### config.mk
export PLATFORM = sky130hd
export DESIGN_NAME = button_short_long_press
export DESIGN_NICKNAME = d
export VERILOG_FILES = /design/src/rtl/core/bslp_pkg.sv /design/src/rtl/core/bslp_in_reg.sv /design/src/rtl/core/bslp_core.sv /design/src/rtl/core/button_short_long_press.sv
export SDC_FILE = /design/constraint.sdc
export NUM_CORES = 1
export LEC_CHECK = 0
export BUFFER_PORTS_ARGS = -buffer_cell sky130_fd_sc_hd__buf_2
export CAP_MARGIN = 20
export CORE_MARGIN = 2
export CORE_UTILIZATION = 60
export DETAILED_ROUTE_END_ITERATION = 10
export PLACE_DENSITY = 0.79
export SLEW_MARGIN = 30
export SYNTH_ARGS = -nofsm -noshare
export SYNTH_HDL_FRONTEND = slang
export SYNTH_SLANG_ARGS = --single-unit
### constraint.sdc
create_clock -name clk_i -period 8.2 [get_ports clk_i]
set_input_delay 1.64 -clock clk_i [delete_from_list [all_inputs] [get_ports clk_i]]
set_output_delay 1.64 -clock clk_i [all_outputs]
set_load 0.005 [all_outputs]
### src/rtl/core/bslp_pkg.sv
// Package for the button short/long press detector.
// Holds the shared item type, configuration type, codes and the saturating increment.
// Used by every module of the block; depends on nothing else.
package bslp_pkg;

  localparam int unsigned CntW = 16;

  localparam logic [CntW-1:0] CNT_MAX    = 16'hFFFF;
  localparam logic [CntW-1:0] DEB_RESET  = 16'd50;
  localparam logic [CntW-1:0] LONG_RESET = 16'd2000;

  // Configuration register indexes.
  localparam int unsigned CfgIdxW = 2;
  localparam logic [CfgIdxW-1:0] REG_DEBOUNCE   = 2'd0;
  localparam logic [CfgIdxW-1:0] REG_LONG_PRESS = 2'd1;

  // Request codes.
  localparam logic REQ_TICK  = 1'b0;
  localparam logic REQ_WRITE = 1'b1;

  // Pin levels (active low button).
  localparam logic PIN_PRESSED = 1'b0;

  // Event codes.
  localparam logic [1:0] EVT_NONE  = 2'd0;
  localparam logic [1:0] EVT_SHORT = 2'd1;
  localparam logic [1:0] EVT_LONG  = 2'd2;

  // One input transaction.
  typedef struct packed {
    logic       req_type;
    logic       pin_level;
    logic [1:0] new_state;
  } item_t;

  // Configuration registers.
  typedef struct packed {
    logic [CntW-1:0] debounce_ticks;
    logic [CntW-1:0] long_press_ticks;
  } cfg_t;

  // Counter increment that stops at the top value.
  function automatic logic [CntW-1:0] sat_inc(input logic [CntW-1:0] v);
    logic [CntW-1:0] r;
    r = (v == CNT_MAX) ? CNT_MAX : v + 16'd1;
    return r;
  endfunction

endpackage

### src/rtl/core/bslp_in_reg.sv
// Input register stage of the button press detector.
// Captures one input transaction and holds it until the core takes it.
// Depends on bslp_pkg.
module bslp_in_reg
  import bslp_pkg::*;
(
  input  logic  clk_i,
  input  logic  rst_ni,
  input  logic  in_valid_i,
  output logic  in_stall_o,
  input  item_t item_i,
  input  logic  take_i,
  output logic  valid_o,
  output item_t item_o
);

  logic  valid_q, valid_d;
  item_t item_q;

  // Stall only while a held transaction cannot move on this cycle.
  assign in_stall_o = valid_q && !take_i;

  always_comb begin
    valid_d = valid_q;
    if (!in_stall_o) begin
      valid_d = in_valid_i;
    end
  end

  always_ff @(posedge clk_i or negedge rst_ni) begin
    if (!rst_ni) begin
      valid_q <= 1'b0;
    end else begin
      valid_q <= valid_d;
    end
  end

  // Payload register needs no reset.
  always_ff @(posedge clk_i) begin
    if (!in_stall_o && in_valid_i) begin
      item_q <= item_i;
    end
  end

  assign valid_o = valid_q;
  assign item_o  = item_q;

endmodule

### src/rtl/core/bslp_core.sv
// Press detection core: debounce, hold and release counters, sticky event state
// and the result register. Updates state once per transaction taken from the
// input stage. Depends on bslp_pkg.
module bslp_core
  import bslp_pkg::*;
(
  input  logic       clk_i,
  input  logic       rst_ni,
  input  cfg_t       cfg_i,
  input  logic       valid_i,
  input  item_t      item_i,
  output logic       take_o,
  output logic       out_valid_o,
  input  logic       out_stall_i,
  output logic [1:0] event_state_o
);

  logic [CntW-1:0] press_q, press_d;
  logic [CntW-1:0] rel_q, rel_d;
  logic [CntW-1:0] hold_q, hold_d;
  logic            short_q, short_d;
  logic            long_q, long_d;
  logic [1:0]      evt_q, evt_d;
  logic            out_valid_q, out_valid_d;
  logic [1:0]      out_evt_q;
  logic [CntW-1:0] press_inc;
  logic            advance;

  // The result register is free when empty or being drained.
  assign take_o  = !out_valid_q || !out_stall_i;
  assign advance = valid_i && take_o;
  assign press_inc = sat_inc(press_q);

  // Next state for one transaction.
  always_comb begin
    press_d = press_q;
    rel_d   = rel_q;
    hold_d  = hold_q;
    short_d = short_q;
    long_d  = long_q;
    evt_d   = evt_q;
    if (advance) begin
      if (item_i.req_type == REQ_WRITE) begin
        evt_d   = item_i.new_state;
        press_d = '0;
      end else if (item_i.pin_level == PIN_PRESSED) begin
        press_d = press_inc;
        if (press_inc > cfg_i.debounce_ticks && !long_q) begin
          if (hold_q > cfg_i.long_press_ticks) begin
            long_d  = 1'b1;
            evt_d   = EVT_LONG;
            press_d = '0;
            hold_d  = '0;
            short_d = 1'b0;
          end else begin
            short_d = 1'b1;
            hold_d  = sat_inc(hold_q);
          end
        end
        rel_d = '0;
      end else begin
        // Released: raise a short press once the release is debounced.
        if (short_q && rel_q > cfg_i.debounce_ticks) begin
          if (hold_q < cfg_i.long_press_ticks) begin
            evt_d = EVT_SHORT;
          end
          short_d = 1'b0;
        end
        long_d  = 1'b0;
        rel_d   = sat_inc(rel_q);
        hold_d  = '0;
        press_d = '0;
      end
    end
  end

  // Result valid follows the input stage whenever the result register moves.
  always_comb begin
    out_valid_d = out_valid_q;
    if (take_o) begin
      out_valid_d = valid_i;
    end
  end

  always_ff @(posedge clk_i or negedge rst_ni) begin
    if (!rst_ni) begin
      press_q     <= '0;
      rel_q       <= '0;
      hold_q      <= '0;
      short_q     <= 1'b0;
      long_q      <= 1'b0;
      evt_q       <= EVT_NONE;
      out_valid_q <= 1'b0;
    end else begin
      press_q     <= press_d;
      rel_q       <= rel_d;
      hold_q      <= hold_d;
      short_q     <= short_d;
      long_q      <= long_d;
      evt_q       <= evt_d;
      out_valid_q <= out_valid_d;
    end
  end

  // Result payload carries the event state after the transaction.
  always_ff @(posedge clk_i) begin
    if (advance) begin
      out_evt_q <= evt_d;
    end
  end

  assign out_valid_o   = out_valid_q;
  assign event_state_o = out_evt_q;

`ifndef SYNTH
  // A pending short press and a reported long press exclude each other.
  a_short_long_excl: assert property (@(posedge clk_i) disable iff (!rst_ni)
    !(short_q && long_q))
    else $error("short pending and long reported both set");

  // Counting release time implies the hold counter was cleared.
  a_rel_clears_hold: assert property (@(posedge clk_i) disable iff (!rst_ni)
    (rel_q != '0) |-> (hold_q == '0))
    else $error("hold counter nonzero while release counter runs");

  // A long press report always latches the long event.
  a_long_event: assert property (@(posedge clk_i) disable iff (!rst_ni)
    $rose(long_q) |-> (evt_q == EVT_LONG))
    else $error("long press reported without long event");

  // State changes only when a transaction is taken.
  a_state_hold: assert property (@(posedge clk_i) disable iff (!rst_ni)
    !advance |=> $stable(evt_q) && $stable(hold_q) && $stable(rel_q))
    else $error("state changed without a transaction");
`endif

endmodule

### src/rtl/core/button_short_long_press.sv
// Top level of the button short/long press detector.
// Holds the configuration registers and connects input stage and core.
// Depends on bslp_pkg, bslp_in_reg and bslp_core.
//
// Usage:
//   Input channel (in_valid_i / in_stall_o) carries one transaction per
//   millisecond tick: req_type_i = 0 brings the raw active-low pin sample,
//   req_type_i = 1 writes the sticky event state from new_state_i (used by
//   software to acknowledge an event).
//   Output channel (out_valid_o / out_stall_i) returns exactly one result per
//   input transaction: the event state after that transaction.
//   The input register takes the transaction, and the counter update then
//   loads the result register. Throughput is one transaction per cycle while
//   out_stall_i is low, set by the single counter update between the two
//   registers.
//   When the receiver stalls, the result register holds, the input register
//   fills, and in_stall_o rises; no transaction is lost or repeated.
//   Reset clears all counters and the event state and loads the thresholds
//   with 50 (debounce) and 2000 (long press). Configuration writes take
//   effect at the next clock edge and belong to idle periods.
module button_short_long_press
  import bslp_pkg::*;
(
  input  logic               clk_i,
  input  logic               rst_ni,
  input  logic               cfg_we_i,
  input  logic [CfgIdxW-1:0] cfg_idx_i,
  input  logic [CntW-1:0]    cfg_wdata_i,
  input  logic               in_valid_i,
  output logic               in_stall_o,
  input  logic               req_type_i,
  input  logic               pin_level_i,
  input  logic [1:0]         new_state_i,
  output logic               out_valid_o,
  input  logic               out_stall_i,
  output logic [1:0]         event_state_o
);

  cfg_t  cfg_q, cfg_d;
  item_t in_item;
  item_t s1_item;
  logic  s1_valid;
  logic  take;

  // Configuration register writes; unknown indexes are ignored.
  always_comb begin
    cfg_d = cfg_q;
    if (cfg_we_i) begin
      unique case (cfg_idx_i)
        REG_DEBOUNCE:   cfg_d.debounce_ticks   = cfg_wdata_i;
        REG_LONG_PRESS: cfg_d.long_press_ticks = cfg_wdata_i;
        default:        cfg_d = cfg_q;
      endcase
    end
  end

  always_ff @(posedge clk_i or negedge rst_ni) begin
    if (!rst_ni) begin
      cfg_q.debounce_ticks   <= DEB_RESET;
      cfg_q.long_press_ticks <= LONG_RESET;
    end else begin
      cfg_q <= cfg_d;
    end
  end

  assign in_item.req_type  = req_type_i;
  assign in_item.pin_level = pin_level_i;
  assign in_item.new_state = new_state_i;

  bslp_in_reg u_in_reg (
    .clk_i      (clk_i),
    .rst_ni     (rst_ni),
    .in_valid_i (in_valid_i),
    .in_stall_o (in_stall_o),
    .item_i     (in_item),
    .take_i     (take),
    .valid_o    (s1_valid),
    .item_o     (s1_item)
  );

  bslp_core u_core (
    .clk_i         (clk_i),
    .rst_ni        (rst_ni),
    .cfg_i         (cfg_q),
    .valid_i       (s1_valid),
    .item_i        (s1_item),
    .take_o        (take),
    .out_valid_o   (out_valid_o),
    .out_stall_i   (out_stall_i),
    .event_state_o (event_state_o)
  );

endmodule
==> qor.json, run 1 <==
{
  "timing.setup.critical_path_class": "flip-flop to flip-flop",
  "first_global_vias": 4490,
  "timing.critical_path.fanout_max": 27,
  "seq_area_frac_synth": 0.414,
  "cts-resized-gates": 0,
  "grt_max_degree": 64,
  "clk_sink_count": 92,
  "area_taken_by_multi_input_logic_gates_um2": 3050,
  "hold_viol": 0,
  "cts_tree": "yes",
  "drv.max_cap_violation_count": 0,
  "share_of_layout_cells_above_drive_strength_1": 0.136,
  "ioPinCount": 31,
  "die_area_um2": 10200,
  "place.port_buffers": 30,
  "rr_endpoint": "u_core.hold_q[12]$_DFFE_PN0P_",
  "start_kind": "flip-flop",
  "antenna_cells": 0,
  "cp.arrival_ps": 5260,
  "clk_latency_ps": 380,
  "dr_total_vias": 4830,
  "htree_levels": 3,
  "post_synth_most_frequent_cells": "sky130_fd_sc_hd__nand2_1, sky130_fd_sc_hd__dfrtp_1, sky130_fd_sc_hd__o21ai_0",
  "startpoint": "u_core.press_q[0]$_DFFE_PN0P_",
  "cts_setup_buffers": 0,
  "dpl_cell_area_um2": 5900,
  "drt_first_iter_violations": 349,
  "dieWidth_um": 101,
  "post-route-period-util": 0.603,
  "avgSynthCellArea_um2": 9.06,
  "synth_edf_count": 6,
  "critical_path.endpoint": "u_core.hold_q[12]$_DFFE_PN0P_",
  "r2r_start": "u_core.press_q[0]$_DFFE_PN0P_",
  "initial_antenna_violation_count": 0,
  "max-slew-margin-rel": 0.413,
  "holdCritPathClass": "flip-flop to flip-flop",
  "outcome": "complete, no violations",
  "avgViaCountPerCell": 6.31,
  "setup.worst_path.end_class": "flip-flop",
  "tritoncts.num_buffers": 9,
  "post-route-drc-count": 0,
  "hpwl_mm": 9.63,
  "most_numerous_cell_in_the_yosys_netlist": "sky130_fd_sc_hd__nand2_1",
  "grt_pass1_wl_mm": 21.7,
  "synth.distinct_cells": 55,
  "holdBufCountCts": 0,
  "starting_density_of_the_core": 0.616,
  "post-route-min-period_ps": 4950,
  "yosys_reg_bits": 92,
  "rsz0062_at_grt": "false",
  "required_ps": 8510,
  "synthCells": 625,
  "synth-main-ff-cell": "sky130_fd_sc_hd__dfrtp_1",
  "synthArstFlopShare": 0.935,
  "cts_max_path_buffers": 2,
  "detail-route-antenna-nets": 0,
  "global_route_total_overflow": 0,
  "nets": 727,
  "cts.root.buffer_cell": "sky130_fd_sc_hd__clkbuf_8",
  "rows": 35,
  "fin_skew_ps": 14.1,
  "postSynthNetCount": 703,
  "peakVddDrop_v": 0.000125,
  "setup-tns-final_ps": 0,
  "final-max-slew-violation-count": 0,
  "final.fill_count": 723,
  "rrSetupSlack_ps": 3250,
  "ff2ff_path_depth": 15,
  "dr.pass1.iters": 5,
  "drt-total-wl_mm": 13.1,
  "die_height_um": 101,
  "synthDominantAreaCellType": "sky130_fd_sc_hd__dfrtp_1",
  "setup_viol": 0,
  "power_per_cell_area_nw_per_um2": 172,
  "worst_pin_slew_ps": 878,
  "synth.cell_area_um2": 5670,
  "synth-warning-count": 0,
  "worst_setup_hold_path_clk_slew_ps": 100,
  "synth_top_area_share": 0.340,
  "leakagePower_nw": 2.91,
  "min_delay_path_depth": 1,
  "core_um2": 9200,
  "gp_congestion": 0.954,
  "grt.total_usage": 0.273,
  "avgRoutedWirePerCell_um": 17.2,
  "regArea_um2": 2340,
  "fmaxAchievable_mhz": 202,
  "synth.area.top_cells": "sky130_fd_sc_hd__dfrtp_1, sky130_fd_sc_hd__ha_1, sky130_fd_sc_hd__o21ai_0, sky130_fd_sc_hd__nand2_1, sky130_fd_sc_hd__a21oi_1",
  "area_growth_pct": 8.24,
  "final_design_area_no_fill_um2": 6130
}
[sequential cells by signal (all words and copies together) (netlist names)]
signal,count
cfg_q,32
u_core.event_state_o,2
u_core.evt_q,2
u_core.hold_q,16
u_core.long_q,1
u_core.out_valid_o,1
u_core.press_q,16
u_core.rel_q,16
u_core.short_q,1
u_in_reg.item_o,4
u_in_reg.valid_o,1
[per-layer routing]
| layer | global-route usage | routed length (um) | vias up |
|---|---|---|---|
| met5 | 0 | 0 | - |
| met4 | 0.0769 | 210 | 0 |
| met3 | 0.0455 | 735 | 22 |
| met2 | 0.449 | 6310 | 166 |
| met1 | 0.375 | 5880 | 2358 |
| li1 | - | - | 2284 |
[critical path, stage by stage (launching register included)]
cell and delay, ps:
sky130_fd_sc_hd__dfrtp_1 390, sky130_fd_sc_hd__ha_1 240, sky130_fd_sc_hd__nand3_1 140, sky130_fd_sc_hd__nor4_1 440
sky130_fd_sc_hd__and2_1 280, sky130_fd_sc_hd__nand3_1 530, sky130_fd_sc_hd__o21ai_0 330, sky130_fd_sc_hd__a21o_1 120
sky130_fd_sc_hd__ha_1 150, sky130_fd_sc_hd__nand4_2 170, sky130_fd_sc_hd__nor4_2 370, sky130_fd_sc_hd__a21bo_2 290
sky130_fd_sc_hd__a41oi_4 350, sky130_fd_sc_hd__o211a_1 710, sky130_fd_sc_hd__o21ai_0 200, sky130_fd_sc_hd__a21oi_1 180
[power breakdown]
group          internal (mW)  switching (mW)  total [mW]
Clock                  0.174           0.176       0.350
Sequential             0.503          0.0237       0.527
Combinational         0.0704           0.109       0.180
Total                  0.748           0.309        1.06
[worst min-delay path by stage]
stage | endpoint | slack [ps] | start
4_1_cts | cfg_q[15]$_DFFE_PN0P_ | 520 | cfg_q[15]$_DFFE_PN0P_
3_3_place_gp | u_core.out_valid_o$_DFFE_PN0N_ | 480 | u_in_reg.valid_o$_DFFE_PN0N_
5_1_grt | cfg_q[13]$_DFFE_PN0P_ | 540 | cfg_q[13]$_DFFE_PN0P_
3_5_place_dp | cfg_q[15]$_DFFE_PN0P_ | 500 | cfg_q[15]$_DFFE_PN0P_
6_report | cfg_q[15]$_DFFE_PN0P_ | 520 | cfg_q[15]$_DFFE_PN0P_
2_1_floorplan | u_core.out_valid_o$_DFFE_PN0N_ | 460 | u_in_reg.valid_o$_DFFE_PN0N_
[logic make-up (layout without fill, tap and decap cells)]
group | after synthesis | after routing | synth area share
AND/OR/NAND/NOR | 195 | 195 | 0.163
multiplexers | 19 | 19 | 0.0378
adder cells (fa/ha/maj) | 51 | 51 | 0.113
flip-flops | 92 | 92 | 0.414
buffers and inverters | 71 | 100 | 0.0490
XOR/XNOR | 8 | 8 | 0.0124
AO/OA/AOI/OAI | 189 | 189 | 0.212
[final cells by class]
class,instances,share of cell area
timing repair buffer,34,0.0304
inverter,50,0.0306
clock inverter,7,0.0159
clock buffer,9,0.0202
tap,111,0.0226
multi-input combinational,462,0.498
sequential,92,0.382
[metrics by stage]
step | utilization | total power, mW | cells | hold slack [ps] | setup slack [ps]
final | 0.667 | 1.06 | 765 | 516 | 3250
after global placement | 0.641 | 0.699 | 748 | 475 | 3560
after global routing | 0.667 | 1.11 | 765 | 537 | 2750
after detailed placement | 0.641 | 0.713 | 748 | 496 | 3290
after floorplan | - | 0.648 | 625 | 457 | 4020
after CTS | 0.666 | 1.06 | 764 | 518 | 3270
[cells in the final DEF, fill, tap and decap left out, types with 9 or more instances in the layout]
master	n
sky130_fd_sc_hd__nand2_1	78
sky130_fd_sc_hd__dfrtp_1	77
sky130_fd_sc_hd__o21ai_0	66
sky130_fd_sc_hd__ha_1	51
sky130_fd_sc_hd__inv_1	50
sky130_fd_sc_hd__a21oi_1	50
sky130_fd_sc_hd__nor2_1	35
sky130_fd_sc_hd__buf_2	29
sky130_fd_sc_hd__nand3_1	25
sky130_fd_sc_hd__mux2_2	19
sky130_fd_sc_hd__a21o_1	17
sky130_fd_sc_hd__a22o_1	16
sky130_fd_sc_hd__nand4_1	11
sky130_fd_sc_hd__and3_1	11
sky130_fd_sc_hd__dfstp_2	9
sky130_fd_sc_hd__clkbuf_8	9
Power figures use the tool's default switching activity.
==> run 2: changes to the inputs <==
- ABC_AREA: unset -> 1
- PLACE_DENSITY: 0.79 -> 0.78
- clock period: 8.2 -> 4.9 ns (I/O delays scaled with it)
==> qor.json, run 2 <==
{
  "nets": 882,
  "drt-total-wl_mm": 13.2,
  "tritoncts.num_buffers": 9,
  "peakVddDrop_v": 0.000208,
  "fin_skew_ps": 10.9,
  "drt_first_iter_violations": 271,
  "clk_sink_count": 92,
  "dieWidth_um": 104,
  "core_um2": 9770,
  "synth.distinct_cells": 46,
  "cts.root.buffer_cell": "sky130_fd_sc_hd__clkbuf_8",
  "simple_gate_share_of_the_synthesized_area": 0.254,
  "top_layer": "met4",
  "htree_levels": 3,
  "synthArstFlopShare": 0.935,
  "die_height_um": 104,
  "most_numerous_cell_in_the_yosys_netlist": "sky130_fd_sc_hd__nand2_1",
  "cts_setup_buffers": 0,
  "post-route-period-util": 0.674,
  "avgViaCountPerCell": 5.41,
  "timing.critical_path.fanout_max": 11,
  "post-route-min-period_ps": 3300,
  "postSynthNetCount": 853,
  "max-slew-margin-rel": 0.435,
  "outcome": "complete, no violations",
  "hpwl_mm": 10.1,
  "cp.arrival_ps": 3560,
  "synthDominantAreaCellType": "sky130_fd_sc_hd__dfrtp_1",
  "hold_viol": 0,
  "dr_total_vias": 5099,
  "worst_pin_slew_ps": 845,
  "wl_met1_mm": 5.68,
  "avgSynthCellArea_um2": 7.80,
  "ioPinCount": 31,
  "mux_contribution_to_synthesized_area": 0,
  "grt_pass1_wl_mm": 22.8,
  "area_taken_by_multi_input_logic_gates_um2": 3120,
  "grt_max_degree": 87,
  "synth_adder_area_share": 0.106,
  "post-route-drc-count": 0,
  "initial_antenna_violation_count": 0,
  "critical_path.max_stage_delay_ps": 370,
  "r2r_start": "u_core.press_q[0]$_DFFE_PN0P_",
  "synth.area.top_cells": "sky130_fd_sc_hd__dfrtp_1, sky130_fd_sc_hd__nand2_1, sky130_fd_sc_hd__ha_1, sky130_fd_sc_hd__inv_1, sky130_fd_sc_hd__o21ai_0",
  "post_synth_most_frequent_cells": "sky130_fd_sc_hd__nand2_1, sky130_fd_sc_hd__inv_1, sky130_fd_sc_hd__dfrtp_1",
  "first_global_vias": 5034,
  "setup-tns-final_ps": 0,
  "timing.setup.critical_path_class": "flip-flop to flip-flop",
  "share_of_layout_cells_above_drive_strength_1": 0.127,
  "largest_register_ff_count": 32,
  "worst_setup_hold_path_clk_slew_ps": 100,
  "wl_met3_um": 527,
  "area_growth_pct": 7.39,
  "timing.critical_path.buf_inv": 3,
  "area_fraction_in_compound_gates_after_synthesis": 0.130,
  "cell_chain_of_the_critical_path": "ha_1, nand3_2, nor3_4, nand3_4, nor2_2, nand2_1, nand2_1, nand2_1, nor2_1, inv_1, ha_1, nand2_1, nor2_1, nand2_1, inv_1, nand2_1, a21oi_2, nand2_1, nand2_2, inv_1, nand2_1, o21ai_0",
  "setup_viol": 0,
  "gp_congestion": 0.920,
  "fmaxAchievable_mhz": 303,
  "die_area_um2": 10900,
  "layout.cells.most_common": "sky130_fd_sc_hd__nand2_1",
  "synth_xor_xnor_area_share": 0.0261,
  "cp_slowest_cell": "sky130_fd_sc_hd__dfrtp_1",
  "crit_path_frequent_cell": "sky130_fd_sc_hd__nand2_1",
  "detail-route-antenna-nets": 0,
  "final_cell_mix": "sky130_fd_sc_hd__nand2_1, sky130_fd_sc_hd__inv_1, sky130_fd_sc_hd__dfrtp_1, sky130_fd_sc_hd__o21ai_0, sky130_fd_sc_hd__nor2_1",
  "rows": 36,
  "synth_top_family_by_area": "simple AND/OR/NAND/NOR gates",
  "worst_path_dominant_cell_family": "simple AND/OR/NAND/NOR gates",
  "final-max-slew-violation-count": 0,
  "starting_density_of_the_core": 0.619,
  "avgRoutedWirePerCell_um": 14.0,
  "holdBufCountCts": 0,
  "holdCritPathClass": "flip-flop to flip-flop",
  "seq_area_frac_synth": 0.388,
  "place.port_buffers": 30,
  "synth-warning-count": 0,
  "synth_top_area_share": 0.319,
  "drv.max_cap_violation_count": 0,
  "antenna_cells": 0,
  "cts_max_path_buffers": 2,
  "post-route-util": 0.664,
  "clk_latency_ps": 380,
  "synthCells": 775,
  "startpoint": "u_core.press_q[0]$_DFFE_PN0P_",
  "dr.pass1.iters": 5,
  "timing.hold.worst.start": "u_core.short_q$_DFFE_PN0P_",
  "global_route_total_overflow": 0,
  "grt.total_usage": 0.259,
  "cts_tree": "yes",
  "power_per_cell_area_nw_per_um2": 265,
  "synth_edf_count": 6,
  "leakagePower_nw": 3.47,
  "registers.top_by_ff_count": "cfg_q",
  "rsz0062_at_grt": "false",
  "setup.worst_path.end_class": "flip-flop",
  "required_ps": 5150,
  "regArea_um2": 2340,
  "synth-main-ff-cell": "sky130_fd_sc_hd__dfrtp_1",
  "start_kind": "flip-flop",
  "cts-resized-gates": 0,
  "yosys_reg_bits": 92,
  "met2WireLength_mm": 6.68,
  "synth.cell_area_um2": 6050,
  "final.fill_count": 804
}
==> run 2: cell count changes after synthesis, sizes merged, moves of 18 or more <==
cell | previous run | this run
nand2 | 78 | 197
nor2 | 35 | 64
o22ai | 0 | 18
a21oi | 50 | 32
mux2 | 19 | 0
inv | 50 | 137
==> run 2: kinds of logic (layout without fill, tap and decap cells) <==
kind of cell	count (synthesis)	after routing
xor+xnor	18	18
buf+inv	150	184
simple gates	320	320
compound gates	144	144
fa+ha+maj	51	51
flops	92	92
==> run 2: stage by stage <==
stage               instance area, um2  instances  total power, mW  hold WS, ps  setup slack, ps
finish                            6490        942             1.72          493             1600
global route                      6490        942             1.82          508             1230
CTS                               6480        941             1.72          492             1620
detailed placement                6300        925             1.24          470             1650
global placement                  6290        925             1.21          464             1800
floorplan                         6050        775             1.12          442             2130
==> run 2: tightest hold or removal path, stage by stage, from the launching register on <==
cell	delay, ps
sky130_fd_sc_hd__dfrtp_1	370
sky130_fd_sc_hd__nand2_1	60
sky130_fd_sc_hd__nand2_1	40
==> run 2: where the power goes <==
group | internal (mW) | leakage, nW | switching, mW
Clock | 0.192 | 0.0847 | 0.301
Sequential | 0.843 | 1.18 | 0.0447
Combinational | 0.117 | 2.20 | 0.222
Total | 1.15 | 3.47 | 0.567
==> run 2: final timing paths <==
path,endpoint,slack (ps),depth (start not counted)
min in group asynchronous,cfg_q[5]$_DFFE_PN0P_,640,1
worst min-delay path,u_core.short_q$_DFFE_PN0P_,490,2
worst min register to register,u_core.short_q$_DFFE_PN0P_,490,2
max in group asynchronous,u_core.rel_q[9]$_DFFE_PN0P_,3720,1
worst max register to register,u_core.hold_q[7]$_DFFE_PN0P_,1600,22
worst max-delay path,u_core.hold_q[7]$_DFFE_PN0P_,1600,22
==> run 2: cell type report <==
cell class,instances,share of cell area
clock buffer,9,0.0191
timing repair buffer,31,0.0264
clock inverter,7,0.00886
tap,133,0.0256
multi-input combinational,533,0.480
inverter,137,0.0792
sequential,92,0.361
==> run 2: layer usage <==
layer  vias to the layer above  track usage
li1                       2549            -
met1                      2416        0.314
met2                       111        0.456
met3                        23       0.0520
met4                         0       0.0946
met5                         -            0
